===== src/rtl/assert_macros.svh =====
// Assertion helpers for the RTL files.
`ifndef ASSERT_MACROS_SVH
`define ASSERT_MACROS_SVH
`ifndef SYNTHESIS
`define DTYP_ASSERT(lbl, clk, rstn, prop) \
  lbl: assert property (@(posedge clk) disable iff (!rstn) (prop)) \
    else $error("dtyp assertion failed");
`define DTYP_ASSERT_NEVER(lbl, clk, rstn, prop) \
  `DTYP_ASSERT(lbl, clk, rstn, !(prop))
`else
`define DTYP_ASSERT(lbl, clk, rstn, prop)
`define DTYP_ASSERT_NEVER(lbl, clk, rstn, prop)
`endif
`endif


===== src/rtl/dtyp_pkg.sv =====
`default_nettype none
package dtyp_pkg;

  localparam int unsigned CORDIC_STAGES_DEF = 16;
  localparam int unsigned FRAC_BITS_DEF     = 16;
  localparam int unsigned GUARD             = 24;
  localparam int unsigned ZK_SHIFT          = 30 - GUARD;
  localparam int unsigned VEC_W             = 60;
  localparam int unsigned COMP_W            = 32;
  localparam int unsigned OUT_W             = 26;
  localparam int unsigned Q16_W             = 27;
  localparam int unsigned K_W               = 31;
  localparam int unsigned ANG_EXTRA         = 10;
  localparam int unsigned PROD_W            = 64;

  localparam logic [63:0] PI_Q30       = 64'hC90FDAA2;
  localparam logic [63:0] PI_OVER4_Q62 = 64'h3243F6A8885A308D;

  localparam logic signed [Q16_W-1:0] Q16_360 = 27'sd23592960;
  localparam logic signed [Q16_W-1:0] Q16_270 = 27'sd17694720;
  localparam logic signed [Q16_W-1:0] Q16_90  = 27'sd5898240;
  localparam logic signed [Q16_W-1:0] Q16_M90 = -27'sd5898240;

  typedef struct packed {
    logic zero;   // x and y both zero
    logic zpos;   // z greater than zero
  } flags_t;

  // Shift-subtract division, used only for elaboration-time tables.
  function automatic logic [63:0] udiv64(input logic [63:0] n, input logic [63:0] d);
    logic [64:0] rem;
    logic [63:0] quo;
    rem = '0;
    quo = '0;
    for (int b = 63; b >= 0; b--) begin
      rem = {rem[63:0], n[b]};
      if (rem >= {1'b0, d}) begin
        rem    = rem - {1'b0, d};
        quo[b] = 1'b1;
      end
    end
    return quo;
  endfunction

  // atan(2^-i) in degrees with fb fraction bits.
  function automatic logic [63:0] atan_deg(input int unsigned i, input int unsigned fb);
    logic [63:0] rad;
    logic [63:0] p;
    logic [63:0] k;
    logic [63:0] q;
    logic [63:0] k26;
    logic [63:0] deg;
    rad = '0;
    p   = '0;
    k   = '0;
    if (i > 61) return '0;
    if (i == 0) begin
      rad = PI_OVER4_Q62;
    end else begin
      p = 64'd1 << (62 - i);
      for (int n = 0; n < 64; n++) begin
        if (p != 0) begin
          q = udiv64(p, 2 * k + 1);
          if (!k[0]) rad = rad + q;
          else       rad = rad - q;
          p = (2 * i < 64) ? (p >> (2 * i)) : 64'd0;
          k = k + 1;
        end
      end
    end
    rad = (rad + (64'd1 << 29)) >> 30;
    k26 = udiv64((64'd180 << 56) + PI_Q30 / 2, PI_Q30);
    deg = rad * k26;
    deg = (deg + (64'd1 << (57 - fb))) >> (58 - fb);
    return deg;
  endfunction

  function automatic logic [63:0] isqrt64(input logic [63:0] v_in);
    logic [63:0] v;
    logic [63:0] res;
    logic [63:0] bitv;
    v    = v_in;
    res  = '0;
    bitv = 64'd1 << 62;
    for (int n = 0; n < 32; n++) begin
      if (bitv > v) bitv = bitv >> 2;
    end
    for (int n = 0; n < 32; n++) begin
      if (bitv != 0) begin
        if (v >= res + bitv) begin
          v   = v - (res + bitv);
          res = (res >> 1) + bitv;
        end else begin
          res = res >> 1;
        end
        bitv = bitv >> 2;
      end
    end
    return res;
  endfunction

  // CORDIC gain in Q30.
  function automatic logic [K_W-1:0] gain_k(input int unsigned stages);
    logic [63:0] ksq;
    ksq = 64'd1 << 60;
    for (int i = 0; i < stages; i++) begin
      ksq = ksq + ((2 * i < 64) ? (ksq >> (2 * i)) : 64'd0);
    end
    return K_W'(isqrt64(ksq));
  endfunction

endpackage
`default_nettype wire


===== src/rtl/dtyp_pre.sv =====
`default_nettype none
module dtyp_pre #(
  parameter int unsigned CORDIC_STAGES = dtyp_pkg::CORDIC_STAGES_DEF,
  parameter int unsigned FRAC_BITS     = dtyp_pkg::FRAC_BITS_DEF,
  parameter int unsigned ANG_W         = FRAC_BITS + dtyp_pkg::ANG_EXTRA
) (
  input  wire logic                                  clk_i,
  input  wire logic                                  rst_ni,
  input  wire logic                                  adv_i,
  input  wire logic                                  valid_i,
  input  wire logic signed [dtyp_pkg::COMP_W-1:0]    x_i,
  input  wire logic signed [dtyp_pkg::COMP_W-1:0]    y_i,
  input  wire logic signed [dtyp_pkg::COMP_W-1:0]    z_i,
  output logic                                       valid_o,
  output logic signed [dtyp_pkg::VEC_W-1:0]          x_o,
  output logic signed [dtyp_pkg::VEC_W-1:0]          y_o,
  output logic signed [dtyp_pkg::VEC_W-1:0]          zk_o,
  output logic signed [ANG_W-1:0]                    base_o,
  output dtyp_pkg::flags_t                           flags_o
);

  localparam int unsigned EXT_W = dtyp_pkg::VEC_W - dtyp_pkg::COMP_W;
  localparam logic [dtyp_pkg::K_W-1:0] K = dtyp_pkg::gain_k(CORDIC_STAGES);
  localparam logic signed [dtyp_pkg::COMP_W-1:0] K_S = {1'b0, K};
  localparam logic signed [ANG_W-1:0] BASE_P = ANG_W'(64'd180 << FRAC_BITS);
  localparam logic signed [ANG_W-1:0] BASE_N = -BASE_P;

  logic                                    valid_q;
  logic signed [dtyp_pkg::VEC_W-1:0]       x_d, x_q, y_d, y_q, xs, ys;
  logic signed [dtyp_pkg::PROD_W-1:0]      prod_d, prod_q, zk_full;
  logic signed [ANG_W-1:0]                 base_d, base_q;
  dtyp_pkg::flags_t                        flags_d, flags_q;

  always_comb begin
    xs = {{EXT_W{x_i[dtyp_pkg::COMP_W-1]}}, x_i} <<< dtyp_pkg::GUARD;
    ys = {{EXT_W{y_i[dtyp_pkg::COMP_W-1]}}, y_i} <<< dtyp_pkg::GUARD;
    flags_d.zero = (x_i == '0) && (y_i == '0);
    flags_d.zpos = !z_i[dtyp_pkg::COMP_W-1] && (z_i != '0);
    prod_d = z_i * K_S;
    if (x_i[dtyp_pkg::COMP_W-1]) begin
      // turn the vector by 180 degrees into the right half plane
      x_d    = -xs;
      y_d    = -ys;
      base_d = y_i[dtyp_pkg::COMP_W-1] ? BASE_N : BASE_P;
    end else begin
      x_d    = xs;
      y_d    = ys;
      base_d = '0;
    end
  end

  always_ff @(posedge clk_i or negedge rst_ni) begin
    if (!rst_ni) begin
      valid_q <= 1'b0;
    end else if (adv_i) begin
      valid_q <= valid_i;
    end
  end

  always_ff @(posedge clk_i) begin
    if (adv_i && valid_i) begin
      x_q     <= x_d;
      y_q     <= y_d;
      prod_q  <= prod_d;
      base_q  <= base_d;
      flags_q <= flags_d;
    end
  end

  assign zk_full = prod_q >>> dtyp_pkg::ZK_SHIFT;
  assign valid_o = valid_q;
  assign x_o     = x_q;
  assign y_o     = y_q;
  assign zk_o    = zk_full[dtyp_pkg::VEC_W-1:0];
  assign base_o  = base_q;
  assign flags_o = flags_q;

endmodule
`default_nettype wire


===== config.mk =====
export PLATFORM = sky130hd
export DESIGN_NAME = dtyp_pre
export DESIGN_NICKNAME = d
export VERILOG_FILES = /design/src/rtl/assert_macros.svh /design/src/rtl/dtyp_pkg.sv /design/src/rtl/dtyp_pre.sv
export SDC_FILE = /design/constraint.sdc
export NUM_CORES = 1
export LEC_CHECK = 0
export BUFFER_PORTS_ARGS = -buffer_cell sky130_fd_sc_hd__buf_2
export CAP_MARGIN = 5
export CELL_PAD_IN_SITES_DETAIL_PLACEMENT = 1
export CELL_PAD_IN_SITES_GLOBAL_PLACEMENT = 1
export CORE_ASPECT_RATIO = 0.5
export CORE_MARGIN = 3
export CORE_UTILIZATION = 45
export DETAILED_ROUTE_END_ITERATION = 12
export PLACE_DENSITY_LB_ADDON = 0.1
export SLEW_MARGIN = 20
export SYNTH_ARGS = -nofsm -noshare
export SYNTH_HDL_FRONTEND = slang
export SYNTH_SLANG_ARGS = --single-unit

===== constraint.sdc =====
create_clock -name clk_i -period 0.9 [get_ports clk_i]
set_input_delay 0.045 -clock clk_i [delete_from_list [all_inputs] [get_ports clk_i]]
set_output_delay 0.045 -clock clk_i [all_outputs]
set_load 0.05 [all_outputs]

==> implementation parameters, run 1 <==
Parameter                              Value

Placement
  Gpl congestion    0.957
  Detail Placement HPWL    63.6 mm
  Placed cell count    3406
  Number of I/O port buffers    242

Die
  Die Y-Extent    162 microns
  Std cell rows    56
  Die Span X    319 microns
  Count of boundary I/O pins    309
  Effective utilization at floorplan    46.3%

Global routing
  Initial antenna violation count    7
  Pin count of the biggest net entering global routing    45
  GRT Overall Usage    68.9%
  Total congestion overflow after global routing    12

Yosys
  Post-Synth XOR/XNOR Area    5.77%
  Complex-gate fraction of the synthesized area    8.01%
  Area fraction in and, or, nand and nor cells after synthesis    6.22%
  Multiplexer fraction of the synthesized cell area    0.370%
  Most instantiated flip-flop cell in the synthesis netlist    sky130_fd_sc_hd__edfxtp_1
  Most frequent cell after synthesis    sky130_fd_sc_hd__inv_1
  Synth top area cells    sky130_fd_sc_hd__fa_1 27%, sky130_fd_sc_hd__ha_1 23%, sky130_fd_sc_hd__edfxtp_1 18%
  Sequential fraction of the synthesis area    18.5%
  Post-Synth Adder-Cell Area    50.1%
  Fraction of registers with async set or reset after synthesis    0.735%
  Flops & latches, synth    136
  Largest family of logic cells by synthesized area    adder cells
  Yosys top cell by area    sky130_fd_sc_hd__fa_1
  Synthesized area    0.0220 sq mm
  Most instantiated cells after synthesis    457 x sky130_fd_sc_hd__inv_1, 397 x sky130_fd_sc_hd__ha_1, 302 x sky130_fd_sc_hd__fa_1
  Count of yosys warnings during synthesis    0
  Share of the synthesized area in the top cell type    27.5%
  Number of enable-type register cells in the synthesized netlist    135
  Unique cell type count in the Yosys netlist    69
  Cells after synthesis    2100
  Avg Synthesized Cell Area    10.5 sq um

Status
  Step where the flow halted    global routing
  Err    [ERROR GRT-0232] Routing congestion too high. Check the congestion heatmap in the GUI.
  Outcome    did not finish

Clock network
  Clock tree root driver cell    sky130_fd_sc_hd__clkbuf_16
  Number of H-tree levels    4
  Clock buffer count from CTS    17
  Bufs on Longest Clock Path    2
  Clk sink count    136

STA
  Kind of the worst endpoint    register data pin
  Worst setup endpoint after the global-route repair_timing    prod_q[61]$_DFFE_PP_/D
[cells by family after synthesis]
group           after synthesis
compound gates              274
xor+xnor                    145
fa+ha+maj                   700
buf+inv                     571
flops                       136
mux                           8
other cells                   1
simple gates                265
[repair_timing]
action | 4_1_cts
endpoints found under the hold margin | 28
buffers inserted | 55
pin swaps | 159
setup endpoints to repair | 255
gates resized for setup | 290
hold buffers | 29
[per-layer routing]
metal	overflow	global-route usage [%]
met1	0	66.9
met2	6	89.3
met3	0	50.5
met4	6	72.2
met5	0	23.1
[metrics by stage]
| stage | instance area (sq um) | worst slack (ps) | util (%) |
|---|---|---|---|
| 3_3_place_gp | 29500 | -5290 | 62.0 |
| 2_1_floorplan | 24700 | -4630 | - |
| 4_1_cts | 32100 | -4810 | 67.4 |
| 3_5_place_dp | 29500 | -5450 | 62.0 |
==> inputs of run 2 (changes only) <==
Settings changed: CELL_PAD_IN_SITES_DETAIL_PLACEMENT 1 to not set, CELL_PAD_IN_SITES_GLOBAL_PLACEMENT 1 to not set, CORE_ASPECT_RATIO 0.5 to not set, CORE_UTILIZATION 45 to 30, PLACE_DENSITY_LB_ADDON 0.1 to 0.15.
==> implementation parameters, run 2 <==
Parameter                              Value

Yosys
  Sequential fraction of the synthesis area    18.5% (unchanged)
  Cells after synthesis    2100 (unchanged)
  Most frequent cell after synthesis    sky130_fd_sc_hd__inv_1
  Number of enable-type register cells in the synthesized netlist    135 (unchanged)
  Yosys top cell by area    sky130_fd_sc_hd__fa_1
  Synthesized area    0.0220 sq mm (unchanged)
  Most instantiated cells after synthesis    457 x sky130_fd_sc_hd__inv_1, 397 x sky130_fd_sc_hd__ha_1, 302 x sky130_fd_sc_hd__fa_1
  Share of the synthesized area in the top cell type    27.5% (unchanged)
  Synth top area cells    sky130_fd_sc_hd__fa_1 27%, sky130_fd_sc_hd__ha_1 23%, sky130_fd_sc_hd__edfxtp_1 18%
  Flops & latches, synth    136 (unchanged)
  Avg Synthesized Cell Area    10.5 sq um (unchanged)
  Fraction of registers with async set or reset after synthesis    0.735% (unchanged)
  Most instantiated flip-flop cell in the synthesis netlist    sky130_fd_sc_hd__edfxtp_1
  Unique cell type count in the Yosys netlist    69 (unchanged)
  Count of yosys warnings during synthesis    0 (unchanged)

Status
  Failing checks    negative setup slack
  Outcome    finished, violations left

Die
  Area of the core    0.0721 sq mm
  Effective utilization at floorplan    30.5% (-16 points)
  Die Y-Extent    277 microns (+70%)
  Die Span X    277 microns (-13%)
  Std cell rows    98 (+75%)
  Count of boundary I/O pins    309 (unchanged)
  Die Area    0.0766 sq mm

Min path
  Hold Path Class    in -> reg

Clock network
  Clock buffer count from CTS    17 (unchanged)
  Clk sink count    136 (unchanged)
  Worst-skew pair later-pin latency    420 ps
  Clock tree root driver cell    sky130_fd_sc_hd__clkbuf_16
  Bufs on Longest Clock Path    2 (unchanged)
  Clock input transition at the sequential cells of the worst setup and hold paths    70 ps
  TritonCTS clock tree    yes
  Number of H-tree levels    4 (unchanged)

Drt
  Initial DRT Pass Iterations    4
  DR DRC count    0
  DRT iter0 DRCs    602
  Via density per instance    4.41
  Final WL    70.4 mm
  Antenna violation net count after detailed routing    0
  Vias    17245
  Drt wl/cell    18.0 microns

Finish
  Nets@finish    3745
  Antenna Cells    0
  Ratio of cells with drive above 1 in the final layout    49.1%
  Leading cell type in the layout, fill and taps excluded    sky130_fd_sc_hd__buf_4
  Area Growth Syn to Fin    59.5%
  Number of flip-flops under the largest register name    58
  Commonest non-fill, non-tap cells in the layout    490 x sky130_fd_sc_hd__buf_4, 371 x sky130_fd_sc_hd__inv_1, 254 x sky130_fd_sc_hd__buf_6
  Register ranked first by flip-flop count    prod_q

Worst setup path
  CP startpoint    z_i[6]
  Worst Path Class, Setup    in -> reg
  Required time reported for the critical path endpoint    1080 ps
  Largest stage delay on the critical path    610 ps
  Instance count on the critical path    21
  Startpoint types    input pin
  CP delay by family, top    adder cells
  Endpoint of the most critical register-to-register path    valid_o
  Library cell contributing the largest single delay on the critical path    sky130_fd_sc_hd__fa_1
  Setup slack of the worst register-to-register path    120 ps
  Buf+Inv Stages, Crit Path    3
  Endpoint of the most critical setup path    prod_q[61]
  Chain of cells forming the critical path    buf_12 -> inv_12 -> ha_4 -> fa_1 -> fa_2 -> fa_1 -> fa_1 -> fa_1 -> fa_1 -> ha_4 -> ha_4 -> nand4_1 -> nor2_2 -> nand2_2 -> nor3_2 -> a211oi_2 -> o311ai_2 -> buf_4 -> nor2_4 -> o41ai_2 -> xor2_1
  Worst reg-to-reg path cell count    1
  Arrival time worst endpoint    5790 ps
  Category of the worst setup path capture point    flop
  Critical path fanouts, max    5
  Startpoint of the worst register-to-register path    valid_o
  Most frequent cell on the critical path    sky130_fd_sc_hd__fa_1

Placement
  Detail Placement HPWL    61.1 mm (-3.9%)
  Worst-case setup slack after placement    -5300 ps (+145 ps)
  Number of I/O port buffers    242 (unchanged)
  Gpl congestion    0.891 (-6.9%)

Run
  Max capacitance violation total    0

STA
  Period minus WS final    5610 ps
  Maximum clock frequency    178 MHz
  Final setup slack of the worst path    -4710 ps
  Unrepaired setup endpoints after global routing    true
  Final hold violation count    0
  Number of pins exceeding their max-slew limit in the final report    0
  Fin Hold WS    15.1 ps
  Count of endpoints failing setup in the final report    255
  Clk_skew    0 ps
  Period utilisation layout    624%

Global routing
  GRT Overall Usage    18.0%
  Global-route wire length before repair    108 mm
  Total congestion overflow after global routing    0
  Pin count of the biggest net entering global routing    40
  Initial antenna violation count    0
  Vias in the first global route    18757
run 2: cell counts after synthesis:
No cell type changed its count.
run 2: kinds of logic after synthesis:
logic type	Yosys count	share of synthesized area (%)
AND/OR/NAND/NOR	265	6.22
XOR/XNOR	145	5.77
other	1	0.0170
multiplexers	8	0.370
AO/OA/AOI/OAI	274	8.01
buffers and inverters	571	11.0
adder cells (fa/ha/maj)	700	50.1
flip-flops	136	18.5
run 2: worst min-delay path: stages:
cell and delay (ps):
sky130_fd_sc_hd__buf_2 90, sky130_fd_sc_hd__buf_4 100, sky130_fd_sc_hd__xnor2_1 110
run 2: worst min-delay path by stage:
stage / start / to / slack, ps / cells past startpoint
floorplan: rst_ni / valid_o / -250 / 0
global placement: rst_ni / valid_o / -180 / 1
detailed placement: rst_ni / valid_o / -180 / 1
CTS: x_i[23] / x_o[47] / 0.3 / 3
global route: x_i[23] / x_o[47] / 20 / 3
finish: x_i[23] / x_o[47] / 20 / 3
run 2: through the flow:
step                util (%)  setup TNS [ps]  area (sq um)  cells
floorplan                  -         -345020         24700   2169
CTS                     46.3         -294090         33400   3875
global route            48.7         -304620         35100   3907
finish                  48.7         -290920         35100   3907
global placement        41.9         -336090         30200   3763
detailed placement      41.9         -338210         30200   3763
run 2: layout make-up:
type	instances	area (sq um)
Clock buffer	17	425
Tap cell	950	1190
Sequential cell	136	4080
Fill cell	6501	37000
Clock inverter	13	180
Inverter	457	1810
Multi-Input combinational cell	1462	19600
Timing Repair Buffer	872	7850
run 2: timing repair:
action	in CTS	in global routing
setup endpoints to repair	256	257
cloned	0	0
endpoints found under the hold margin	18	0
setup buffers	67	50
pin swaps	224	193
gates resized for setup	419	533
hold buffers	20	0
run 2: metal layers:
layer  vias up  GRT usage (%)  wire (microns)
met5         -              0               0
met4         0           3.97            1210
met3        51           1.74            2100
met2       337           30.5           33600
met1      8424           25.1           33500
li1       8433              -               -
Power of run 2 is left out: the tool's default activity adds up to more than one toggle a clock period on the data nets, which glitch-free logic cannot reach.
