$ cat src/rtl/assert_macros.svh
// Assertion helpers for the RTL files.
`ifndef ASSERT_MACROS_SVH
`define ASSERT_MACROS_SVH
`ifndef SYNTHESIS
`define DTYP_ASSERT(lbl, clk, rstn, prop) \
  lbl: assert property (@(posedge clk) disable iff (!rstn) (prop)) \
    else $error("dtyp assertion failed");
`define DTYP_ASSERT_NEVER(lbl, clk, rstn, prop) \
  `DTYP_ASSERT(lbl, clk, rstn, !(prop))
`else
`define DTYP_ASSERT(lbl, clk, rstn, prop)
`define DTYP_ASSERT_NEVER(lbl, clk, rstn, prop)
`endif
`endif

$ cat src/rtl/dtyp_pkg.sv
`default_nettype none
package dtyp_pkg;

  localparam int unsigned CORDIC_STAGES_DEF = 16;
  localparam int unsigned FRAC_BITS_DEF     = 16;
  localparam int unsigned GUARD             = 24;
  localparam int unsigned ZK_SHIFT          = 30 - GUARD;
  localparam int unsigned VEC_W             = 60;
  localparam int unsigned COMP_W            = 32;
  localparam int unsigned OUT_W             = 26;
  localparam int unsigned Q16_W             = 27;
  localparam int unsigned K_W               = 31;
  localparam int unsigned ANG_EXTRA         = 10;
  localparam int unsigned PROD_W            = 64;

  localparam logic [63:0] PI_Q30       = 64'hC90FDAA2;
  localparam logic [63:0] PI_OVER4_Q62 = 64'h3243F6A8885A308D;

  localparam logic signed [Q16_W-1:0] Q16_360 = 27'sd23592960;
  localparam logic signed [Q16_W-1:0] Q16_270 = 27'sd17694720;
  localparam logic signed [Q16_W-1:0] Q16_90  = 27'sd5898240;
  localparam logic signed [Q16_W-1:0] Q16_M90 = -27'sd5898240;

  typedef struct packed {
    logic zero;   // x and y both zero
    logic zpos;   // z greater than zero
  } flags_t;

  // Shift-subtract division, used only for elaboration-time tables.
  function automatic logic [63:0] udiv64(input logic [63:0] n, input logic [63:0] d);
    logic [64:0] rem;
    logic [63:0] quo;
    rem = '0;
    quo = '0;
    for (int b = 63; b >= 0; b--) begin
      rem = {rem[63:0], n[b]};
      if (rem >= {1'b0, d}) begin
        rem    = rem - {1'b0, d};
        quo[b] = 1'b1;
      end
    end
    return quo;
  endfunction

  // atan(2^-i) in degrees with fb fraction bits.
  function automatic logic [63:0] atan_deg(input int unsigned i, input int unsigned fb);
    logic [63:0] rad;
    logic [63:0] p;
    logic [63:0] k;
    logic [63:0] q;
    logic [63:0] k26;
    logic [63:0] deg;
    rad = '0;
    p   = '0;
    k   = '0;
    if (i > 61) return '0;
    if (i == 0) begin
      rad = PI_OVER4_Q62;
    end else begin
      p = 64'd1 << (62 - i);
      for (int n = 0; n < 64; n++) begin
        if (p != 0) begin
          q = udiv64(p, 2 * k + 1);
          if (!k[0]) rad = rad + q;
          else       rad = rad - q;
          p = (2 * i < 64) ? (p >> (2 * i)) : 64'd0;
          k = k + 1;
        end
      end
    end
    rad = (rad + (64'd1 << 29)) >> 30;
    k26 = udiv64((64'd180 << 56) + PI_Q30 / 2, PI_Q30);
    deg = rad * k26;
    deg = (deg + (64'd1 << (57 - fb))) >> (58 - fb);
    return deg;
  endfunction

  function automatic logic [63:0] isqrt64(input logic [63:0] v_in);
    logic [63:0] v;
    logic [63:0] res;
    logic [63:0] bitv;
    v    = v_in;
    res  = '0;
    bitv = 64'd1 << 62;
    for (int n = 0; n < 32; n++) begin
      if (bitv > v) bitv = bitv >> 2;
    end
    for (int n = 0; n < 32; n++) begin
      if (bitv != 0) begin
        if (v >= res + bitv) begin
          v   = v - (res + bitv);
          res = (res >> 1) + bitv;
        end else begin
          res = res >> 1;
        end
        bitv = bitv >> 2;
      end
    end
    return res;
  endfunction

  // CORDIC gain in Q30.
  function automatic logic [K_W-1:0] gain_k(input int unsigned stages);
    logic [63:0] ksq;
    ksq = 64'd1 << 60;
    for (int i = 0; i < stages; i++) begin
      ksq = ksq + ((2 * i < 64) ? (ksq >> (2 * i)) : 64'd0);
    end
    return K_W'(isqrt64(ksq));
  endfunction

endpackage
`default_nettype wire

$ cat src/rtl/dtyp_q16.sv
`default_nettype none
module dtyp_q16 #(
  parameter int unsigned DW        = dtyp_pkg::FRAC_BITS_DEF + dtyp_pkg::ANG_EXTRA,
  parameter int unsigned FRAC_BITS = dtyp_pkg::FRAC_BITS_DEF
) (
  input  wire logic signed [DW-1:0]              v_i,
  output logic signed [dtyp_pkg::Q16_W-1:0]      q_o
);

  if (FRAC_BITS > 16) begin : g_round
    localparam int unsigned S = FRAC_BITS - 16;
    logic signed [DW:0] r;
    logic signed [DW:0] rs;
    // round half up, then drop the extra fraction bits
    assign r  = $signed({v_i[DW-1], v_i}) + $signed((DW + 1)'(1) << (S - 1));
    assign rs = r >>> S;
    assign q_o = rs[dtyp_pkg::Q16_W-1:0];
  end else if (FRAC_BITS < 16) begin : g_widen
    logic signed [dtyp_pkg::Q16_W-1:0] e;
    assign e   = dtyp_pkg::Q16_W'(v_i);
    assign q_o = e <<< (16 - FRAC_BITS);
  end else begin : g_same
    assign q_o = dtyp_pkg::Q16_W'(v_i);
  end

endmodule
`default_nettype wire

$ cat src/rtl/dtyp_out.sv
`default_nettype none
`include "assert_macros.svh"
module dtyp_out #(
  parameter int unsigned FRAC_BITS = dtyp_pkg::FRAC_BITS_DEF,
  parameter int unsigned ANG_W     = FRAC_BITS + dtyp_pkg::ANG_EXTRA
) (
  input  wire logic                        clk_i,
  input  wire logic                        rst_ni,
  input  wire logic                        signed_mode_i,
  input  wire logic                        valid_i,
  input  wire logic signed [ANG_W-1:0]     yaw_acc_i,
  input  wire logic signed [ANG_W-1:0]     pitch_acc_i,
  input  wire dtyp_pkg::flags_t            flags_i,
  input  wire logic                        m_tready_i,
  output logic                             m_valid_o,
  output logic [2*dtyp_pkg::OUT_W-1:0]     m_data_o,
  output logic                             adv_o
);

  localparam int unsigned DW = 2 * dtyp_pkg::OUT_W;

  logic signed [ANG_W:0]               pitch_neg;
  logic signed [dtyp_pkg::Q16_W-1:0]   yaw_q16, pitch_q16, yaw_w, pitch_w;
  logic [DW-1:0]                       res;
  logic                                m_valid_q, skid_valid_q, take, in_fire;
  logic [DW-1:0]                       m_data_q, skid_data_q;

  assign pitch_neg = -$signed({pitch_acc_i[ANG_W-1], pitch_acc_i});

  dtyp_q16 #(.DW(ANG_W), .FRAC_BITS(FRAC_BITS)) u_yaw_q16 (
    .v_i(yaw_acc_i),
    .q_o(yaw_q16)
  );

  dtyp_q16 #(.DW(ANG_W + 1), .FRAC_BITS(FRAC_BITS)) u_pitch_q16 (
    .v_i(pitch_neg),
    .q_o(pitch_q16)
  );

  always_comb begin
    yaw_w   = yaw_q16;
    pitch_w = pitch_q16;
    if (flags_i.zero) begin
      yaw_w = '0;
      if (flags_i.zpos) pitch_w = signed_mode_i ? dtyp_pkg::Q16_M90 : dtyp_pkg::Q16_270;
      else              pitch_w = dtyp_pkg::Q16_90;
    end else if (!signed_mode_i) begin
      if (yaw_w[dtyp_pkg::Q16_W-1])   yaw_w   = yaw_w + dtyp_pkg::Q16_360;
      if (pitch_w[dtyp_pkg::Q16_W-1]) pitch_w = pitch_w + dtyp_pkg::Q16_360;
    end
    res = {yaw_w[dtyp_pkg::OUT_W-1:0], pitch_w[dtyp_pkg::OUT_W-1:0]};
  end

  assign adv_o   = !skid_valid_q;
  assign take    = m_valid_q && m_tready_i;
  assign in_fire = valid_i && adv_o;

  always_ff @(posedge clk_i or negedge rst_ni) begin
    if (!rst_ni) begin
      m_valid_q    <= 1'b0;
      skid_valid_q <= 1'b0;
    end else if (skid_valid_q) begin
      if (take) skid_valid_q <= 1'b0;
    end else if (in_fire) begin
      if (m_valid_q && !take) skid_valid_q <= 1'b1;
      else                    m_valid_q    <= 1'b1;
    end else if (take) begin
      m_valid_q <= 1'b0;
    end
  end

  always_ff @(posedge clk_i) begin
    if (skid_valid_q) begin
      if (take) m_data_q <= skid_data_q;
    end else if (in_fire) begin
      if (m_valid_q && !take) skid_data_q <= res;
      else                    m_data_q    <= res;
    end
  end

  assign m_valid_o = m_valid_q;
  assign m_data_o  = m_data_q;

  `DTYP_ASSERT(a_skid_needs_out, clk_i, rst_ni, skid_valid_q |-> m_valid_q)
  `DTYP_ASSERT(a_skid_fill, clk_i, rst_ni, $rose(skid_valid_q) |-> $past(m_valid_q && !m_tready_i))
  `DTYP_ASSERT(a_skid_drain, clk_i, rst_ni, skid_valid_q && m_tready_i |=> !skid_valid_q && m_valid_q)

endmodule
`default_nettype wire

$ cat config.mk
export PLATFORM = sky130hd
export DESIGN_NAME = dtyp_out
export DESIGN_NICKNAME = d
export VERILOG_FILES = /design/src/rtl/dtyp_pkg.sv /design/src/rtl/dtyp_q16.sv /design/src/rtl/dtyp_out.sv
export VERILOG_INCLUDE_DIRS = /design/src /design/src/rtl
export SDC_FILE = /design/constraint.sdc
export NUM_CORES = 1
export LEC_CHECK = 0
export ABC_AREA = 1
export BUFFER_PORTS_ARGS = -buffer_cell sky130_fd_sc_hd__clkbuf_2
export CORE_UTILIZATION = 30
export CTS_BUF_LIST = sky130_fd_sc_hd__clkbuf_8 sky130_fd_sc_hd__clkbuf_16
export CTS_CLUSTER_SIZE = 28
export DETAILED_ROUTE_END_ITERATION = 6
export PLACE_DENSITY = 0.61
export SLEW_MARGIN = 10
export SYNTH_ARGS = -nofsm -noshare
export SYNTH_HDL_FRONTEND = slang
export SYNTH_SLANG_ARGS = --single-unit
$ cat constraint.sdc
create_clock -name clk_i -period 3.7 [get_ports clk_i]
set_clock_uncertainty 0.15 [all_clocks]
set_input_delay 0.555 -clock clk_i [delete_from_list [all_inputs] [get_ports clk_i]]
set_output_delay 0.555 -clock clk_i [all_outputs]
set_load 0.02 [all_outputs]
## After elaboration in Yosys (flattened, before gate mapping)

Index checks and enable logic that the tools add are counted.

| word-level totals | value |
|---|---|
| bits in registers | 106 |
| input port bits | 59 |
| output and inout port bits | 54 |
| logic and storage cells | 40 |

| operators by class | value |
|---|---|
| add/sub/neg operators | 3 |
| equal/unequal tests | 3 |
| mux-type cells | 19 |
| bitwise operators | 1 |
| reduce and logical (&&, ||, !) cells | 10 |

Operators by type and width:

| cell | number |
|---|---|
| 26-bit two-way mux | 8 |
| 52-bit two-way mux | 4 |
| 26-bit adder, second input constant | 2 |
| 26-bit negation with 27-bit output | 1 |
| 3-bit AND reduction | 3 |
| 1-bit two-way mux | 7 |
| 2-bit inequality test, second input constant | 2 |
| 2-bit nonzero test | 2 |
| 1-bit logical AND | 3 |
| 1-bit logical NOT | 2 |
| 2-bit by 1-bit inequality test with 1-bit output, second input constant | 1 |
| 1-bit inverter | 1 |

## Logic depth before layout (Yosys ltp)

| logic depth | value |
|---|---|
| depth after elaboration | 8 |
| depth in mapped cells | 17 |

## Modules after synthesis

Synthesis repeated with hierarchy kept, for this count alone.

| second synthesis, totals | value |
|---|---|
| cells, all modules | 614 |
| area total of the unflattened synthesis | 5,580.4 um2 |

By module, submodules not included:

| module | instances | cells each | area each (um2) | sequential area each (um2) |
|---|---|---|---|---|
| dtyp_out | 1 | 560 | 5,175.0 | 3,173.0 |
| dtyp_q16 | 2 | 27 | 202.7 | 0.0 |

## Worst setup path after synthesis

Ideal clock, no wire load.

| path | value |
|---|---|
| kind | flip-flop to flip-flop |
| from | reg skid_valid_q |
| to | reg m_data_q[0], in the netlist m_data_o[0] (enable) |
| library setup time | 0.462 ns |
| arrival time | 3.007 ns |
| required time | 3.088 ns |
| path slack | 0.081 ns |
| cell stages (with the launch flop) | 7 |
| buffers on the path | 1 |
| cell sequence | dfrtp_1 -> clkbuf_1 -> inv_2 -> nand2_1 -> inv_1 -> a21oi_1 -> nor2_1 |

| between the ends | value |
|---|---|
| cells in the longest elaborated chain, start to end | 4 |

RTL lines:

| what | line | text |
|---|---|---|
| from (decl) | dtyp_out.sv:25 | `logic m_valid_q, skid_valid_q, take, in_fire;` |
| from (signal assigned) | dtyp_out.sv:61 | `skid_valid_q <= 1'b0;` |
| from (signal assigned) | dtyp_out.sv:63 | `if (take) skid_valid_q <= 1'b0;` |
| from (signal assigned) | dtyp_out.sv:65 | `if (m_valid_q && !take) skid_valid_q <= 1'b1;` |
| 1-bit logical NOT | dtyp_out.sv:54 | `assign adv_o = !skid_valid_q;` |
| 1-bit logical AND | dtyp_out.sv:56 | `assign in_fire = valid_i && adv_o;` |
| 2-bit nonzero test (no source line) | -- |  |
| 3-bit AND reduction (no source line) (*) | -- |  |
| to (signal assigned) | dtyp_out.sv:74 | `if (take) m_data_q <= skid_data_q;` |
| to (signal assigned) | dtyp_out.sv:77 | `else m_data_q <= res;` |
| to (decl) | dtyp_out.sv:26 | `logic [DW-1:0] m_data_q, skid_data_q;` |

Mark *: on every way between the ends. The rest lies on a longest branch, timed or not.
A chain may end at the register's enable or synchronous reset.

## Worst setup path after layout

| path | value |
|---|---|
| from | reg skid_valid_q |
| to | reg m_data_q[19], in the netlist m_data_o[19] (enable) |

The elaborated chain is that of the path after synthesis.

==> qor.yml <==
placed_design:
  routabilityCongestion: 0.856
  io_buffers: 112
  hpwl_um: 8890
clocking:
  htree_num_levels: 3
  cts_tree: "yes"
  post_cts_resized: 0
  cts.path.max_buffers: 2
  cts_buffers: 9
  cts.sinks: 106
  hold_buffers: 1
  clk_pin_slew_ns: 0.07
  cts_root_buf: "clkbuf_16"
  post-cts-setup-buffer-count: 0
  clk_latency_ns: 0.34
power:
  vdd_ir_drop_max_v: 0.000270
  power_leakage_nw: 2.88
  power.density_nw_per_um2: 632
logic_synthesis:
  ys_ff_latch: 106
  ys_seq_area_share_pct: 59.7
  synth_area_per_cell_sq_um: 9.43
  synth_nets: 625
  yosysUniqueCellTypes: 34
  ys_warn_count: 0
  syn-cell-area_sq_um: 5320
  syn_inst: 564
timing:
  finalCritPeriodShare_pct: 65.5
  slew_viol_final: 0
  layout_min_cycle_time_ns: 2.42
  fin_tns_setup_ns: 0
  rsz0062_at_grt: "false"
  fmax_ghz: 0.412
  hold_viol: 0
  max_slew_margin_pct: 46.1
  final-setup-viol-count: 0
  tightestPinTransition_ns: 0.808
cells_and_area:
  area_growth_pct: 21.5
  drive_above_1_share_pct: 27.7
  fillCellCount: 1780
  nets: 738
  diodes: 0
  utilization_pct: 37.3
drt:
  post_drt_wl_per_cell_um: 13.5
  viasPerCell: 4.42
  drt_iter0_markers: 267
  drt_first_pass_iters: 4
  wirelength_um: 12300
  vias: 4006
  ant_nets: 0
  drc: 0
job:
  maxCapViolCount: 0
grt:
  grt_pass1_vias: 3841
  grtUsageTotal_pct: 14.0
  grt-ovfl-total: 0
  grt_pass1_wl_um: 19500
  grt_max_degree: 55
  antenna_found_initial: 0
die:
  start_util_pct: 30.8
  dieWidth_um: 135
  core_sq_um: 17300
  num_io_pins: 113
  die_h_um: 135
  dieArea_sq_um: 18300
  row_count: 48
worst_setup_path:
  crit_chain: "buf_4 > a21oi_1 > nor2_4 > buf_12"
  slowest_stage: "nor2_4"
  critPathBufInv: 2
  worst-path-max-fanout: 54
  cp.required_ns: 3.59
  crit_family: "buffers and inverters"
  cp.arrival_ns: 2.31
  criticalPathCategory: "flop to flop"
  setup.worst_path.end_class: "flop"
  critPathMaxStageDelay_ns: 0.55
  worstSetupStartpointType: "flop"
status:
  status: "complete, no violations"
min_path:
  min_path_type: "input pin to flop"
final cells by class:
cell class / instances / area [sq um] / area share [%]
inverters: 65 / 249 / 3.85
multi-input cells: 376 / 1830 / 28.3
clock buffers: 9 / 225 / 3.49
flip-flops and latches: 106 / 3170 / 49.1
clock inverters: 7 / 75.1 / 1.16
well taps: 225 / 282 / 4.36
repair buffers: 119 / 628 / 9.72
final timing paths:
path                                      startpoint                     end  slack (ns)  depth (start not counted)
max                           skid_valid_q$_DFF_PN0_  m_data_o[19]$_DFFE_PP_        1.28                          4
min                                       m_tready_i   m_valid_o$_DFFE_PN0P_        0.26                          2
max reg2reg                   skid_valid_q$_DFF_PN0_  m_data_o[19]$_DFFE_PP_        1.28                          4
min reg2reg                skid_data_q[38]$_DFFE_PP_  m_data_o[38]$_DFFE_PP_        0.37                          2
max in group asynchronous                     rst_ni  skid_valid_q$_DFF_PN0_        2.92                          2
min in group asynchronous                     rst_ni   m_valid_o$_DFFE_PN0P_        0.37                          2
report_power, final:
group | total, mW | internal [mW] | switching (mW) | leakage (nW)
clock | 0.977 | 0.532 | 0.445 | 0.147
sequential | 1.85 | 1.76 | 0.0865 | 1.01
combinational | 1.26 | 0.332 | 0.927 | 1.73
total | 4.08 | 2.62 | 1.46 | 2.88
metal layers:
layer / part of all wire, % / global-route usage [%] / vias up
met5: 0 / 0 / -
met2: 46 / 22.3 / 101
met4: 1.3 / 5.49 / 0
met3: 4.5 / 2.84 / 14
met1: 48 / 18.7 / 1836
li1: - / - / 2055
worst reg2reg max path: cells and delay by family (launching register included):
kind	cells	cell delay [ns]
flops	1	0.36
buf+inv	2	0.80
simple gates	1	0.55
compound gates	1	0.24
layout by cell type (no fill, tap or decap), types with 2 or more instances in the layout:
cell	n
nand2_1	193
clkbuf_2	112
edfxtp_1	104
inv_1	57
nor2_1	55
a21oi_1	22
o21ai_0	19
nand3_1	14
nand2_2	13
nor2_4	10
clkbuf_16	9
nor2_2	8
inv_2	7
nand2_4	5
nand4_1	5
buf_4	5
nand3_2	4
nor3_1	4
xor2_1	4
o21ai_2	3
o21ai_1	3
a31oi_1	3
nand3_4	2
clkinv_4	2
nor4_1	2
ha_1	2
inv_6	2
clkinv_1	2
synth_stat cells (all sizes together):
| cell type | count | area [sq um] |
|---|---|---|
| xor2 | 5 | 51.3 |
| a31oi | 3 | 18.8 |
| o21ai | 25 | 136 |
| nor3 | 4 | 20.0 |
| ha | 2 | 25.0 |
| edfxtp | 104 | 3120 |
| clkinv | 1 | 8.76 |
| inv | 64 | 240 |
| nand4 | 5 | 31.3 |
| clkbuf | 10 | 37.5 |
| nor2 | 74 | 382 |
| a21oi | 23 | 119 |
| xnor2 | 1 | 8.76 |
| nand3 | 20 | 145 |
| o211ai | 1 | 7.51 |
| buf | 7 | 40.0 |
| nand2 | 211 | 862 |
| dfrtp | 2 | 50.1 |
| nor4 | 2 | 12.5 |
cell families (layout without fill, tap and decap cells):
group                    after synthesis  after routing  synth area share, %
adder cells (fa/ha/maj)                2              2                0.470
AND/OR/NAND/NOR                      316            316                 27.3
buffers and inverters                 82            200                 6.14
XOR/XNOR                               6              6                 1.13
flip-flops                           106            106                 59.7
AO/OA/AOI/OAI                         52             52                 5.29
stage by stage:
stage	std cells	instance area, sq um	hold slack [ns]	power [mW]	setup WS (ns)
after CTS	907	6460	0.253	4.15	1.22
after global placement	890	6150	0.193	3.14	1.03
after detailed placement	890	6150	0.196	3.17	0.976
final	907	6460	0.264	4.08	1.28
after floorplan	564	5320	0.109	2.69	0.0813
after global routing	907	6460	0.279	4.32	1.05
sequential cells by signal, indices dropped and copies added (netlist names):
register,count
m_valid_o,1
m_data_o,52
skid_valid_q,1
skid_data_q,52
(Power assumes the default switching activity.)
