File: src/rtl/assert_macros.svh
// Assertion helpers for the RTL files.
`ifndef ASSERT_MACROS_SVH
`define ASSERT_MACROS_SVH
`ifndef SYNTHESIS
`define DTYP_ASSERT(lbl, clk, rstn, prop) \
  lbl: assert property (@(posedge clk) disable iff (!rstn) (prop)) \
    else $error("dtyp assertion failed");
`define DTYP_ASSERT_NEVER(lbl, clk, rstn, prop) \
  `DTYP_ASSERT(lbl, clk, rstn, !(prop))
`else
`define DTYP_ASSERT(lbl, clk, rstn, prop)
`define DTYP_ASSERT_NEVER(lbl, clk, rstn, prop)
`endif
`endif

File: src/rtl/dtyp_pkg.sv
`default_nettype none
package dtyp_pkg;

  localparam int unsigned CORDIC_STAGES_DEF = 16;
  localparam int unsigned FRAC_BITS_DEF     = 16;
  localparam int unsigned GUARD             = 24;
  localparam int unsigned ZK_SHIFT          = 30 - GUARD;
  localparam int unsigned VEC_W             = 60;
  localparam int unsigned COMP_W            = 32;
  localparam int unsigned OUT_W             = 26;
  localparam int unsigned Q16_W             = 27;
  localparam int unsigned K_W               = 31;
  localparam int unsigned ANG_EXTRA         = 10;
  localparam int unsigned PROD_W            = 64;

  localparam logic [63:0] PI_Q30       = 64'hC90FDAA2;
  localparam logic [63:0] PI_OVER4_Q62 = 64'h3243F6A8885A308D;

  localparam logic signed [Q16_W-1:0] Q16_360 = 27'sd23592960;
  localparam logic signed [Q16_W-1:0] Q16_270 = 27'sd17694720;
  localparam logic signed [Q16_W-1:0] Q16_90  = 27'sd5898240;
  localparam logic signed [Q16_W-1:0] Q16_M90 = -27'sd5898240;

  typedef struct packed {
    logic zero;   // x and y both zero
    logic zpos;   // z greater than zero
  } flags_t;

  // Shift-subtract division, used only for elaboration-time tables.
  function automatic logic [63:0] udiv64(input logic [63:0] n, input logic [63:0] d);
    logic [64:0] rem;
    logic [63:0] quo;
    rem = '0;
    quo = '0;
    for (int b = 63; b >= 0; b--) begin
      rem = {rem[63:0], n[b]};
      if (rem >= {1'b0, d}) begin
        rem    = rem - {1'b0, d};
        quo[b] = 1'b1;
      end
    end
    return quo;
  endfunction

  // atan(2^-i) in degrees with fb fraction bits.
  function automatic logic [63:0] atan_deg(input int unsigned i, input int unsigned fb);
    logic [63:0] rad;
    logic [63:0] p;
    logic [63:0] k;
    logic [63:0] q;
    logic [63:0] k26;
    logic [63:0] deg;
    rad = '0;
    p   = '0;
    k   = '0;
    if (i > 61) return '0;
    if (i == 0) begin
      rad = PI_OVER4_Q62;
    end else begin
      p = 64'd1 << (62 - i);
      for (int n = 0; n < 64; n++) begin
        if (p != 0) begin
          q = udiv64(p, 2 * k + 1);
          if (!k[0]) rad = rad + q;
          else       rad = rad - q;
          p = (2 * i < 64) ? (p >> (2 * i)) : 64'd0;
          k = k + 1;
        end
      end
    end
    rad = (rad + (64'd1 << 29)) >> 30;
    k26 = udiv64((64'd180 << 56) + PI_Q30 / 2, PI_Q30);
    deg = rad * k26;
    deg = (deg + (64'd1 << (57 - fb))) >> (58 - fb);
    return deg;
  endfunction

  function automatic logic [63:0] isqrt64(input logic [63:0] v_in);
    logic [63:0] v;
    logic [63:0] res;
    logic [63:0] bitv;
    v    = v_in;
    res  = '0;
    bitv = 64'd1 << 62;
    for (int n = 0; n < 32; n++) begin
      if (bitv > v) bitv = bitv >> 2;
    end
    for (int n = 0; n < 32; n++) begin
      if (bitv != 0) begin
        if (v >= res + bitv) begin
          v   = v - (res + bitv);
          res = (res >> 1) + bitv;
        end else begin
          res = res >> 1;
        end
        bitv = bitv >> 2;
      end
    end
    return res;
  endfunction

  // CORDIC gain in Q30.
  function automatic logic [K_W-1:0] gain_k(input int unsigned stages);
    logic [63:0] ksq;
    ksq = 64'd1 << 60;
    for (int i = 0; i < stages; i++) begin
      ksq = ksq + ((2 * i < 64) ? (ksq >> (2 * i)) : 64'd0);
    end
    return K_W'(isqrt64(ksq));
  endfunction

endpackage
`default_nettype wire

File: src/rtl/dtyp_cordic_stage.sv
`default_nettype none
module dtyp_cordic_stage #(
  parameter int unsigned             ANG_W  = dtyp_pkg::FRAC_BITS_DEF + dtyp_pkg::ANG_EXTRA,
  parameter int unsigned             SHIFT  = 0,
  parameter logic signed [ANG_W-1:0] ATAN   = '0,
  parameter int unsigned             SIDE_W = 1
) (
  input  wire logic                           clk_i,
  input  wire logic                           rst_ni,
  input  wire logic                           adv_i,
  input  wire logic                           valid_i,
  input  wire logic signed [dtyp_pkg::VEC_W-1:0] x_i,
  input  wire logic signed [dtyp_pkg::VEC_W-1:0] y_i,
  input  wire logic signed [ANG_W-1:0]        acc_i,
  input  wire logic [SIDE_W-1:0]              side_i,
  output logic                                valid_o,
  output logic signed [dtyp_pkg::VEC_W-1:0]   x_o,
  output logic signed [dtyp_pkg::VEC_W-1:0]   y_o,
  output logic signed [ANG_W-1:0]             acc_o,
  output logic [SIDE_W-1:0]                   side_o
);

  logic                              valid_q;
  logic signed [dtyp_pkg::VEC_W-1:0] dx, dy, x_d, y_d, x_q, y_q;
  logic signed [ANG_W-1:0]           acc_d, acc_q;
  logic [SIDE_W-1:0]                 side_q;

  always_comb begin
    dx = x_i >>> SHIFT;
    dy = y_i >>> SHIFT;
    // rotate toward the x axis
    if (!y_i[dtyp_pkg::VEC_W-1]) begin
      x_d   = x_i + dy;
      y_d   = y_i - dx;
      acc_d = acc_i + ATAN;
    end else begin
      x_d   = x_i - dy;
      y_d   = y_i + dx;
      acc_d = acc_i - ATAN;
    end
  end

  always_ff @(posedge clk_i or negedge rst_ni) begin
    if (!rst_ni) begin
      valid_q <= 1'b0;
    end else if (adv_i) begin
      valid_q <= valid_i;
    end
  end

  always_ff @(posedge clk_i) begin
    if (adv_i && valid_i) begin
      x_q    <= x_d;
      y_q    <= y_d;
      acc_q  <= acc_d;
      side_q <= side_i;
    end
  end

  assign valid_o = valid_q;
  assign x_o     = x_q;
  assign y_o     = y_q;
  assign acc_o   = acc_q;
  assign side_o  = side_q;

endmodule
`default_nettype wire

File: config.mk
export PLATFORM = sky130hd
export DESIGN_NAME = dtyp_cordic_stage
export DESIGN_NICKNAME = d
export VERILOG_FILES = /design/src/rtl/assert_macros.svh /design/src/rtl/dtyp_pkg.sv /design/src/rtl/dtyp_cordic_stage.sv
export SDC_FILE = /design/constraint.sdc
export NUM_CORES = 1
export LEC_CHECK = 0
export BUFFER_PORTS_ARGS = -buffer_cell sky130_fd_sc_hd__buf_2
export CORE_ASPECT_RATIO = 1.5
export CORE_MARGIN = 2
export CORE_UTILIZATION = 52
export DETAILED_ROUTE_END_ITERATION = 16
export MAX_ROUTING_LAYER = met4
export PLACE_DENSITY = 0.76
export SLEW_MARGIN = 30
export SYNTH_ARGS = -nofsm -noshare
export SYNTH_HDL_FRONTEND = slang
export SYNTH_SLANG_ARGS = --single-unit
File: constraint.sdc
create_clock -name clk_i -period 0.81 [get_ports clk_i]
set_input_delay 0.0405 -clock clk_i [delete_from_list [all_inputs] [get_ports clk_i]]
set_output_delay 0.0405 -clock clk_i [all_outputs]
set_load 0.01 [all_outputs]
==> impl_metrics.py, run 1 <==
metrics = {
    "status": {
        "error_line": "[ERROR GRT-0116] Global routing finished with congestion. Check the congestion regions in the DRC Viewer.",
        "stop_stage": "global routing (5_1_grt)",
        "status": "aborted with a tool error",
    },
    "synth": {
        "yosysTopAreaCellShare_pct": 28.0,
        "synth_cells": 1927,
        "synth_common_cells": "a21oi_1, ha_1, inv_1",
        "yosysWarningCount": 0,
        "async_flop_share_pct": 0.680,
        "synth_nets": 2258,
        "netlist-cell-type-count": 88,
        "synth_area_per_cell_um2": 8.13,
        "synth_edf_count": 146,
        "synth-seq-cells": 147,
        "syn_area_um2": 15700,
        "synth-main-ff-cell": "edfxtp_1",
        "synthTopCellsByArea": "edfxtp_1, ha_1, a21oi_1, xnor2_1, inv_1",
        "synth.most_common_cell": "a21oi_1",
        "yosys.area.top_type": "edfxtp_1",
        "ys_seq_area_share_pct": 28.1,
    },
    "floorplanning": {
        "dieWidth_um": 146,
        "start_util_pct": 53.0,
        "rows": 77,
        "num_io_pins": 299,
        "dieHeight_um": 217,
    },
    "placed_design": {
        "dp_hpwl_um": 59900,
        "io_buffer_count": 298,
        "place.gp.congestion": 1.12,
        "dp_cells": 3289,
    },
    "clock_tree": {
        "cts_htree_levels": 4,
        "cts-buffers-inserted": 17,
        "cts_root_buffer": "clkbuf_16",
        "clock-sinks": 147,
        "clockBufferDepth": 2,
    },
    "grt": {
        "grt_pass1_vias": 29100,
        "grt_pass1_wl_um": 191000,
        "gr-total-overflow": 381,
        "grt_max_degree": 55,
        "grt_usage_pct": 79.1,
    },
}
kinds of logic after synthesis:
group                      share of synthesized area, %
muxes                                              1.61
and+or+nand+nor                                    15.1
DFF                                                28.1
buffers and inverters                              6.92
adders and majority gates                          14.5
xor gates and xnor gates                           6.43
AOI/OAI and AO/OA                                  27.3
stage by stage:
stage	setup WS, ns	instance area [um2]	TNS [ns]	util (%)
after floorplan	-1.63	16800	-247.89	-
after global placement	-2.50	24000	-237.44	81.2
after detailed placement	-2.53	24000	-249.75	81.2
after CTS	-1.77	28000	-181.15	94.5
per-layer routing:
metal  GRT usage, %  overflow
met5              -         -
met4           86.2       131
met3           54.5         9
met1           74.3         4
met2           99.7       237
timing repair:
action | in CTS
buffers inserted | 107
hold buffers | 32
setup endpoints to repair | 266
hold endpoints to repair | 31
pin swaps | 202
resized for setup | 521
==> inputs of run 2 (changes only) <==
--- a/config.mk
+++ b/config.mk
@@ -6,12 +6,10 @@
 export NUM_CORES = 1
 export LEC_CHECK = 0
 export BUFFER_PORTS_ARGS = -buffer_cell sky130_fd_sc_hd__buf_2
-export CORE_ASPECT_RATIO = 1.5
 export CORE_MARGIN = 2
-export CORE_UTILIZATION = 52
+export CORE_UTILIZATION = 37
 export DETAILED_ROUTE_END_ITERATION = 16
-export MAX_ROUTING_LAYER = met4
-export PLACE_DENSITY = 0.76
+export PLACE_DENSITY_LB_ADDON = 0.15
 export SLEW_MARGIN = 30
 export SYNTH_ARGS = -nofsm -noshare
 export SYNTH_HDL_FRONTEND = slang
==> impl_metrics.py, run 2 <==
metrics = {
    "status": {
        "status": "complete, but fails checks",
        "violations": "setup timing",
    },
    "floorplanning": {
        "start_util_pct": 37.4,
        "dieArea_um2": 44000,
        "dieHeight_um": 210,
        "rows": 75,
        "dieWidth_um": 210,
        "num_io_pins": 299,
        "core_area_um2": 41900,
    },
    "setup_path": {
        "cp_max_fo": 5,
        "end_kind": "flip-flop",
        "reg2reg_slack_ns": 0.06,
        "crit_arrival_ns": 2.72,
        "worstSetupStartpoint": "x_i[0]",
        "rr_endpoint": "valid_o$_DFFE_PN0P_",
        "reg2reg_from": "valid_o$_DFFE_PN0P_",
        "worstSetupPathType": "in2reg",
        "critPathCapture": "x_o[54]$_DFFE_PP_",
        "worstSetupStartpointType": "primary input",
        "ff2ff_path_depth": 1,
        "worstPathRequired_ns": 1.05,
    },
    "route": {
        "wl_met2_um": 37500,
        "routed-wl-met3_um": 4550,
        "drt_iter0_markers": 1207,
        "ant_nets": 0,
        "drt-total-wl_um": 77500,
        "routedWlPerCell_um": 21.3,
        "routed_via_density": 5.46,
        "met1Wirelength_um": 31200,
        "top_layer_used": "met5",
        "drt_pass1_iterations": 5,
        "drc": 0,
        "num_vias": 19900,
    },
    "clock_tree": {
        "cts-buffers-inserted": 17,
        "clock-sinks": 147,
        "clk_latency_ns": 0.49,
        "clk_pin_slew_ns": 0.07,
        "cts_htree_levels": 4,
        "cts_tree": "yes",
        "cts_root_buffer": "clkbuf_16",
        "clockBufferDepth": 2,
    },
    "synth": {
        "synthXorXnorAreaFrac_pct": 6.43,
        "synthTopCellsByArea": "edfxtp_1, ha_1, a21oi_1, xnor2_1, inv_1",
        "netlist-cell-type-count": 88,
        "synth-compound-area-share_pct": 27.3,
        "yosysWarningCount": 0,
        "yosys.area.top_type": "edfxtp_1",
        "async_flop_share_pct": 0.680,
        "synth_top_family_by_area": "compound AO/OA/AOI/OAI gates",
        "ys_seq_area_share_pct": 28.1,
        "synth_area_per_cell_um2": 8.13,
        "synth-main-ff-cell": "edfxtp_1",
        "synth-seq-cells": 147,
        "synthMuxAreaShare_pct": 1.61,
        "yosys.area_share.adder_pct": 14.5,
        "synth_edf_count": 146,
        "syn_area_um2": 15700,
        "synth_common_cells": "a21oi_1, ha_1, inv_1",
        "synthSimpleGateAreaFrac_pct": 15.1,
        "synth_nets": 2258,
        "yosysTopAreaCellShare_pct": 28.0,
        "synth_cells": 1927,
        "synth.most_common_cell": "a21oi_1",
    },
    "finish": {
        "final_common_cell": "buf_4",
        "final_cell_mix": "buf_4, buf_2, edfxtp_1",
        "layout.cells.non_filler": 3643,
        "nets": 3422,
        "diodes": 0,
        "drive_gt1_share_pct": 58.8,
        "syn_to_final_growth_pct": 91.2,
        "largest_register_ffs": 60,
    },
    "pwr": {
        "p_leak_uw": 0.0133,
        "ir_drop_mv": 1.69,
        "power.density_nw_per_um2": 1380,
    },
    "grt": {
        "gr-total-overflow": 0,
        "grt_pass1_wl_um": 114000,
        "grt_pass1_vias": 20400,
        "antenna_found_initial": 2,
        "grt_max_degree": 63,
        "grt_usage_pct": 33.9,
    },
    "placed_design": {
        "io_buffer_count": 298,
        "place.gp.congestion": 1.01,
        "dp_cells": 3451,
        "post-place-ws_ns": -2.36,
        "dp_hpwl_um": 59400,
    },
    "sta": {
        "setup_viol_count_final": 265,
        "worst_slew_pin_slew_ns": 0.660,
        "relSlewSlack_pct": 55.5,
        "whs_ns": 0.0432,
        "finalCriticalPeriod_ns": 2.49,
        "maxSlewViolCount": 0,
        "max_freq_mhz": 402,
        "setup_tns_ns": -184.14,
        "grt_setup_unrepaired": "yes",
        "fin_ws_ns": -1.68,
        "hold_viol": 0,
        "finalClockSkew_ns": 0,
        "final.period_utilization_pct": 307,
    },
    "job": {
        "maxCapViolCount": 0,
    },
    "min_path": {
        "holdPathStages": 4,
        "holdCritPathClass": "in2reg",
    },
}
==> run 2: area by class of cell <==
type                    count  area (um2)
fillers                  3217       11900
well taps                 539         674
inverters                 187         768
clock inverters            11         151
repair buffers           1234        9490
flip-flops and latches    147        4410
clock buffers              21         460
multi-input cells        1504       14000
==> run 2: worst min-delay path by stage <==
stage               startpoint             endpoint  slack [ns]
floorplan               rst_ni  valid_o$_DFFE_PN0P_       -0.26
global placement        rst_ni  valid_o$_DFFE_PN0P_       -0.18
detailed placement      rst_ni  valid_o$_DFFE_PN0P_       -0.18
CTS                    valid_i  acc_o[16]$_DFFE_PP_        0.05
global route            y_i[0]     x_o[0]$_DFFE_PP_        0.03
finish                  y_i[0]     x_o[0]$_DFFE_PP_        0.04
==> run 2: power breakdown <==
group          switching, uW  total [uW]  internal [uW]
Combinational          11700       22800          11000
Clock                   3640        8650           5010
Sequential               258        9850           9590
Total                  15600       41300          25700
==> run 2: per-stage QoR <==
step / util (%) / area [um2] / power (uW)
final: 71.6 / 30000 / 41300
after global routing: 71.6 / 30000 / 42900
after CTS: 68.1 / 28500 / 39400
after detailed placement: 58.2 / 24400 / 27400
after global placement: 58.2 / 24400 / 27300
after floorplan: - / 16800 / 18500
==> run 2: logic make-up (layout without fill, tap and decap cells) <==
logic type,Yosys count,after routing
buffers and inverters,276,1453
XOR/XNOR,115,115
multiplexers,25,25
adder cells (fa/ha/maj),180,180
AND/OR/NAND/NOR,498,498
AO/OA/AOI/OAI,686,686
flip-flops,147,147
==> run 2: worst max-delay path, stage by stage <==
cell and delay, ns:
buf_8 0.11, ha_4 0.16, inv_2 0.05, fa_2 0.26
o21bai_4 0.10, a211oi_4 0.35, nor3b_4 0.11, o21ai_4 0.23
o211ai_4 0.12, o22ai_4 0.46, o21ai_4 0.14, or2_4 0.27
a211oi_2 0.20, xor2_1 0.10
==> run 2: timing repair <==
| action | in CTS | in global routing |
|---|---|---|
| pin swaps | 253 | 236 |
| endpoints found under the hold margin | 32 | 0 |
| setup buffers | 106 | 72 |
| hold buffers | 33 | 0 |
| gates cloned | 0 | 0 |
| resized for setup | 594 | 258 |
| setup endpoints to repair | 265 | 266 |
==> run 2: layer usage <==
layer / track usage (%) / vias up
li1: - / 9279
met1: 41.0 / 9521
met2: 58.2 / 832
met3: 5.75 / 251
met4: 16.8 / 4
met5: 0 / -
No activity file was read; power rests on OpenSTA's default activity.
==> inputs of run 3 (changes only) <==
--- a/config.mk
+++ b/config.mk
@@ -6,6 +6,7 @@
 export NUM_CORES = 1
 export LEC_CHECK = 0
 export BUFFER_PORTS_ARGS = -buffer_cell sky130_fd_sc_hd__buf_2
+export CORE_ASPECT_RATIO = 1.2
 export CORE_MARGIN = 2
 export CORE_UTILIZATION = 37
 export DETAILED_ROUTE_END_ITERATION = 16
==> impl_metrics.py, run 3 (synthesized netlist as in run 2, its figures left out) <==
metrics = {
    "status": {
        "status": "complete, but fails checks",
        "violations": "setup timing",
    },
    "setup_path": {
        "crit_chain": "buf_8 -> inv_4 -> ha_4 -> or4_4 -> nor4_4 -> and3_4 -> o2111ai_4 -> o221ai_4 -> o21ai_2 -> a21boi_2 -> o211ai_1 -> a31oi_1 -> xnor2_1",
        "rr_endpoint": "valid_o$_DFFE_PN0P_",
        "cp_max_fo": 3,
        "worstSetupStartpointType": "primary input",
        "worstSetupPathType": "in2reg",
        "critPathCapture": "x_o[51]$_DFFE_PP_",
        "reg2reg_slack_ns": 0.07,
        "worstPathRequired_ns": 1.04,
        "ff2ff_path_depth": 1,
        "crit_arrival_ns": 2.80,
        "crit_family": "simple AND/OR/NAND/NOR gates",
        "path_depth": 13,
        "cpPeakStageDelay_ns": 0.56,
        "path_buf_inv": 2,
        "reg2reg_from": "valid_o$_DFFE_PN0P_",
        "worstSetupStartpoint": "x_i[32]",
        "cpMaxStageDelayCell": "or4_4",
        "end_kind": "flip-flop",
    },
    "sta": {
        "final.period_utilization_pct": 318,
        "hold_viol": 0,
        "finalCriticalPeriod_ns": 2.57,
        "maxSlewViolCount": 0,
        "grt_setup_unrepaired": "yes",
        "relSlewSlack_pct": 54.6,
        "whs_ns": 0.0549,
        "max_freq_mhz": 389,
        "fin_ws_ns": -1.76,
        "setup_viol_count_final": 265,
        "worst_slew_pin_slew_ns": 0.675,
        "finalClockSkew_ns": 0,
    },
    "clock_tree": {
        "clockBufferDepth": 2,
        "cts-buffers-inserted": 17,
        "clk_latency_ns": 0.47,
        "cts_root_buffer": "clkbuf_16",
        "clk_pin_slew_ns": 0.07,
        "cts_tree": "yes",
        "clock-sinks": 147,
        "cts_htree_levels": 4,
    },
    "finish": {
        "diodes": 0,
        "multiInputGateArea_um2": 13800,
        "fill_cells": 3226,
        "syn_to_final_growth_pct": 90.7,
        "largest_register_ffs": 60,
        "final_cell_mix": "buf_4, buf_2, a21oi_1",
        "nets": 3446,
        "drive_gt1_share_pct": 58.0,
        "fin_util_pct": 71.6,
        "final_common_cell": "buf_4",
        "layout.area.seq_um2": 4410,
    },
    "route": {
        "routed_via_density": 5.43,
        "drt_iter0_markers": 1268,
        "drt-total-wl_um": 77300,
        "ant_nets": 0,
        "routedWlPerCell_um": 21.0,
        "drc": 0,
        "drt_pass1_iterations": 5,
        "num_vias": 20000,
    },
    "floorplanning": {
        "dieHeight_um": 229,
        "rows": 82,
        "core_area_um2": 41800,
        "num_io_pins": 299,
        "dieArea_um2": 44000,
        "dieWidth_um": 192,
        "start_util_pct": 37.5,
    },
    "placed_design": {
        "io_buffer_count": 298,
        "place.gp.congestion": 0.970,
        "dp_hpwl_um": 59400,
    },
    "min_path": {
        "holdCritPathClass": "in2reg",
    },
    "pwr": {
        "p_leak_uw": 0.0134,
        "power.density_nw_per_um2": 1370,
        "ir_drop_mv": 1.72,
    },
    "grt": {
        "gr-total-overflow": 0,
        "antenna_found_initial": 2,
        "grt_pass1_vias": 20200,
        "grt_usage_pct": 33.4,
        "grt_max_degree": 54,
        "grt_pass1_wl_um": 113000,
    },
    "job": {
        "maxCapViolCount": 0,
    },
}
-- run 3: changes by cell type in the layout (fill, tap and decap cells not counted), sizes merged --
cell / before / now
clkinv: 4 / 9
bufinv: 3 / 2
buf: 1201 / 1226
clkinvlp: 5 / 4
clkbuf: 22 / 18
-- run 3: timing repair --
| action | in CTS | in global routing |
|---|---|---|
| hold buffers | 32 | 0 |
| hold endpoints to repair | 31 | 0 |
| setup buffers | 87 | 85 |
| endpoints found under the setup margin | 266 | 266 |
| resized for setup | 528 | 240 |
| pin swaps | 232 | 209 |
-- run 3: final cells by class --
type	count	area share, %
Clock buffer	18	1.44
Clock inverter	14	0.519
Inverter	187	2.59
Multi-Input combinational cell	1504	46.2
Sequential cell	147	14.8
Tap cell	546	2.29
Timing Repair Buffer	1258	32.2
-- run 3: routing by layer --
metal | routed length (um) | GRT usage, % | up-vias
li1 | - | - | 9323
met1 | 30800 | 39.9 | 9653
met2 | 38800 | 60.4 | 780
met3 | 3960 | 3.51 | 191
met4 | 3700 | 13.4 | 4
met5 | 23 | 0 | -
-- run 3: metrics by stage --
stage | TNS (ns) | std cells | total power [uW] | setup WS (ns) | instance area, um2
finish | -189.15 | 3674 | 40900 | -1.76 | 29900
global route | -200.12 | 3674 | 42500 | -1.85 | 29900
CTS | -177.68 | 3608 | 38800 | -1.79 | 28300
detailed placement | -249.83 | 3477 | 27600 | -2.52 | 24500
global placement | -243.71 | 3477 | 27500 | -2.47 | 24500
floorplan | -247.89 | 1927 | 18500 | -1.63 | 16800
-- run 3: tightest hold or removal path, stage by stage --
cell and delay, ns:
buf_8 0.07, buf_6 0.10, ha_4 0.12, inv_1 0.03
-- run 3: worst min path at each step --
stage	startpoint	end	slack, ns	cells after the start
floorplan	rst_ni	valid_o$_DFFE_PN0P_	-0.26	0
finish	y_i[0]	x_o[0]$_DFFE_PP_	0.05	4
global placement	rst_ni	valid_o$_DFFE_PN0P_	-0.18	1
global route	y_i[0]	x_o[0]$_DFFE_PP_	0.07	4
CTS	x_i[0]	x_o[0]$_DFFE_PP_	0.03	4
detailed placement	rst_ni	valid_o$_DFFE_PN0P_	-0.18	1
-- run 3: report_power, final --
group / internal (uW) / switching [uW] / total (uW)
Sequential: 9590 / 239 / 9830
Clock: 4570 / 3770 / 8330
Combinational: 11000 / 11700 / 22700
Total: 25200 / 15700 / 40900
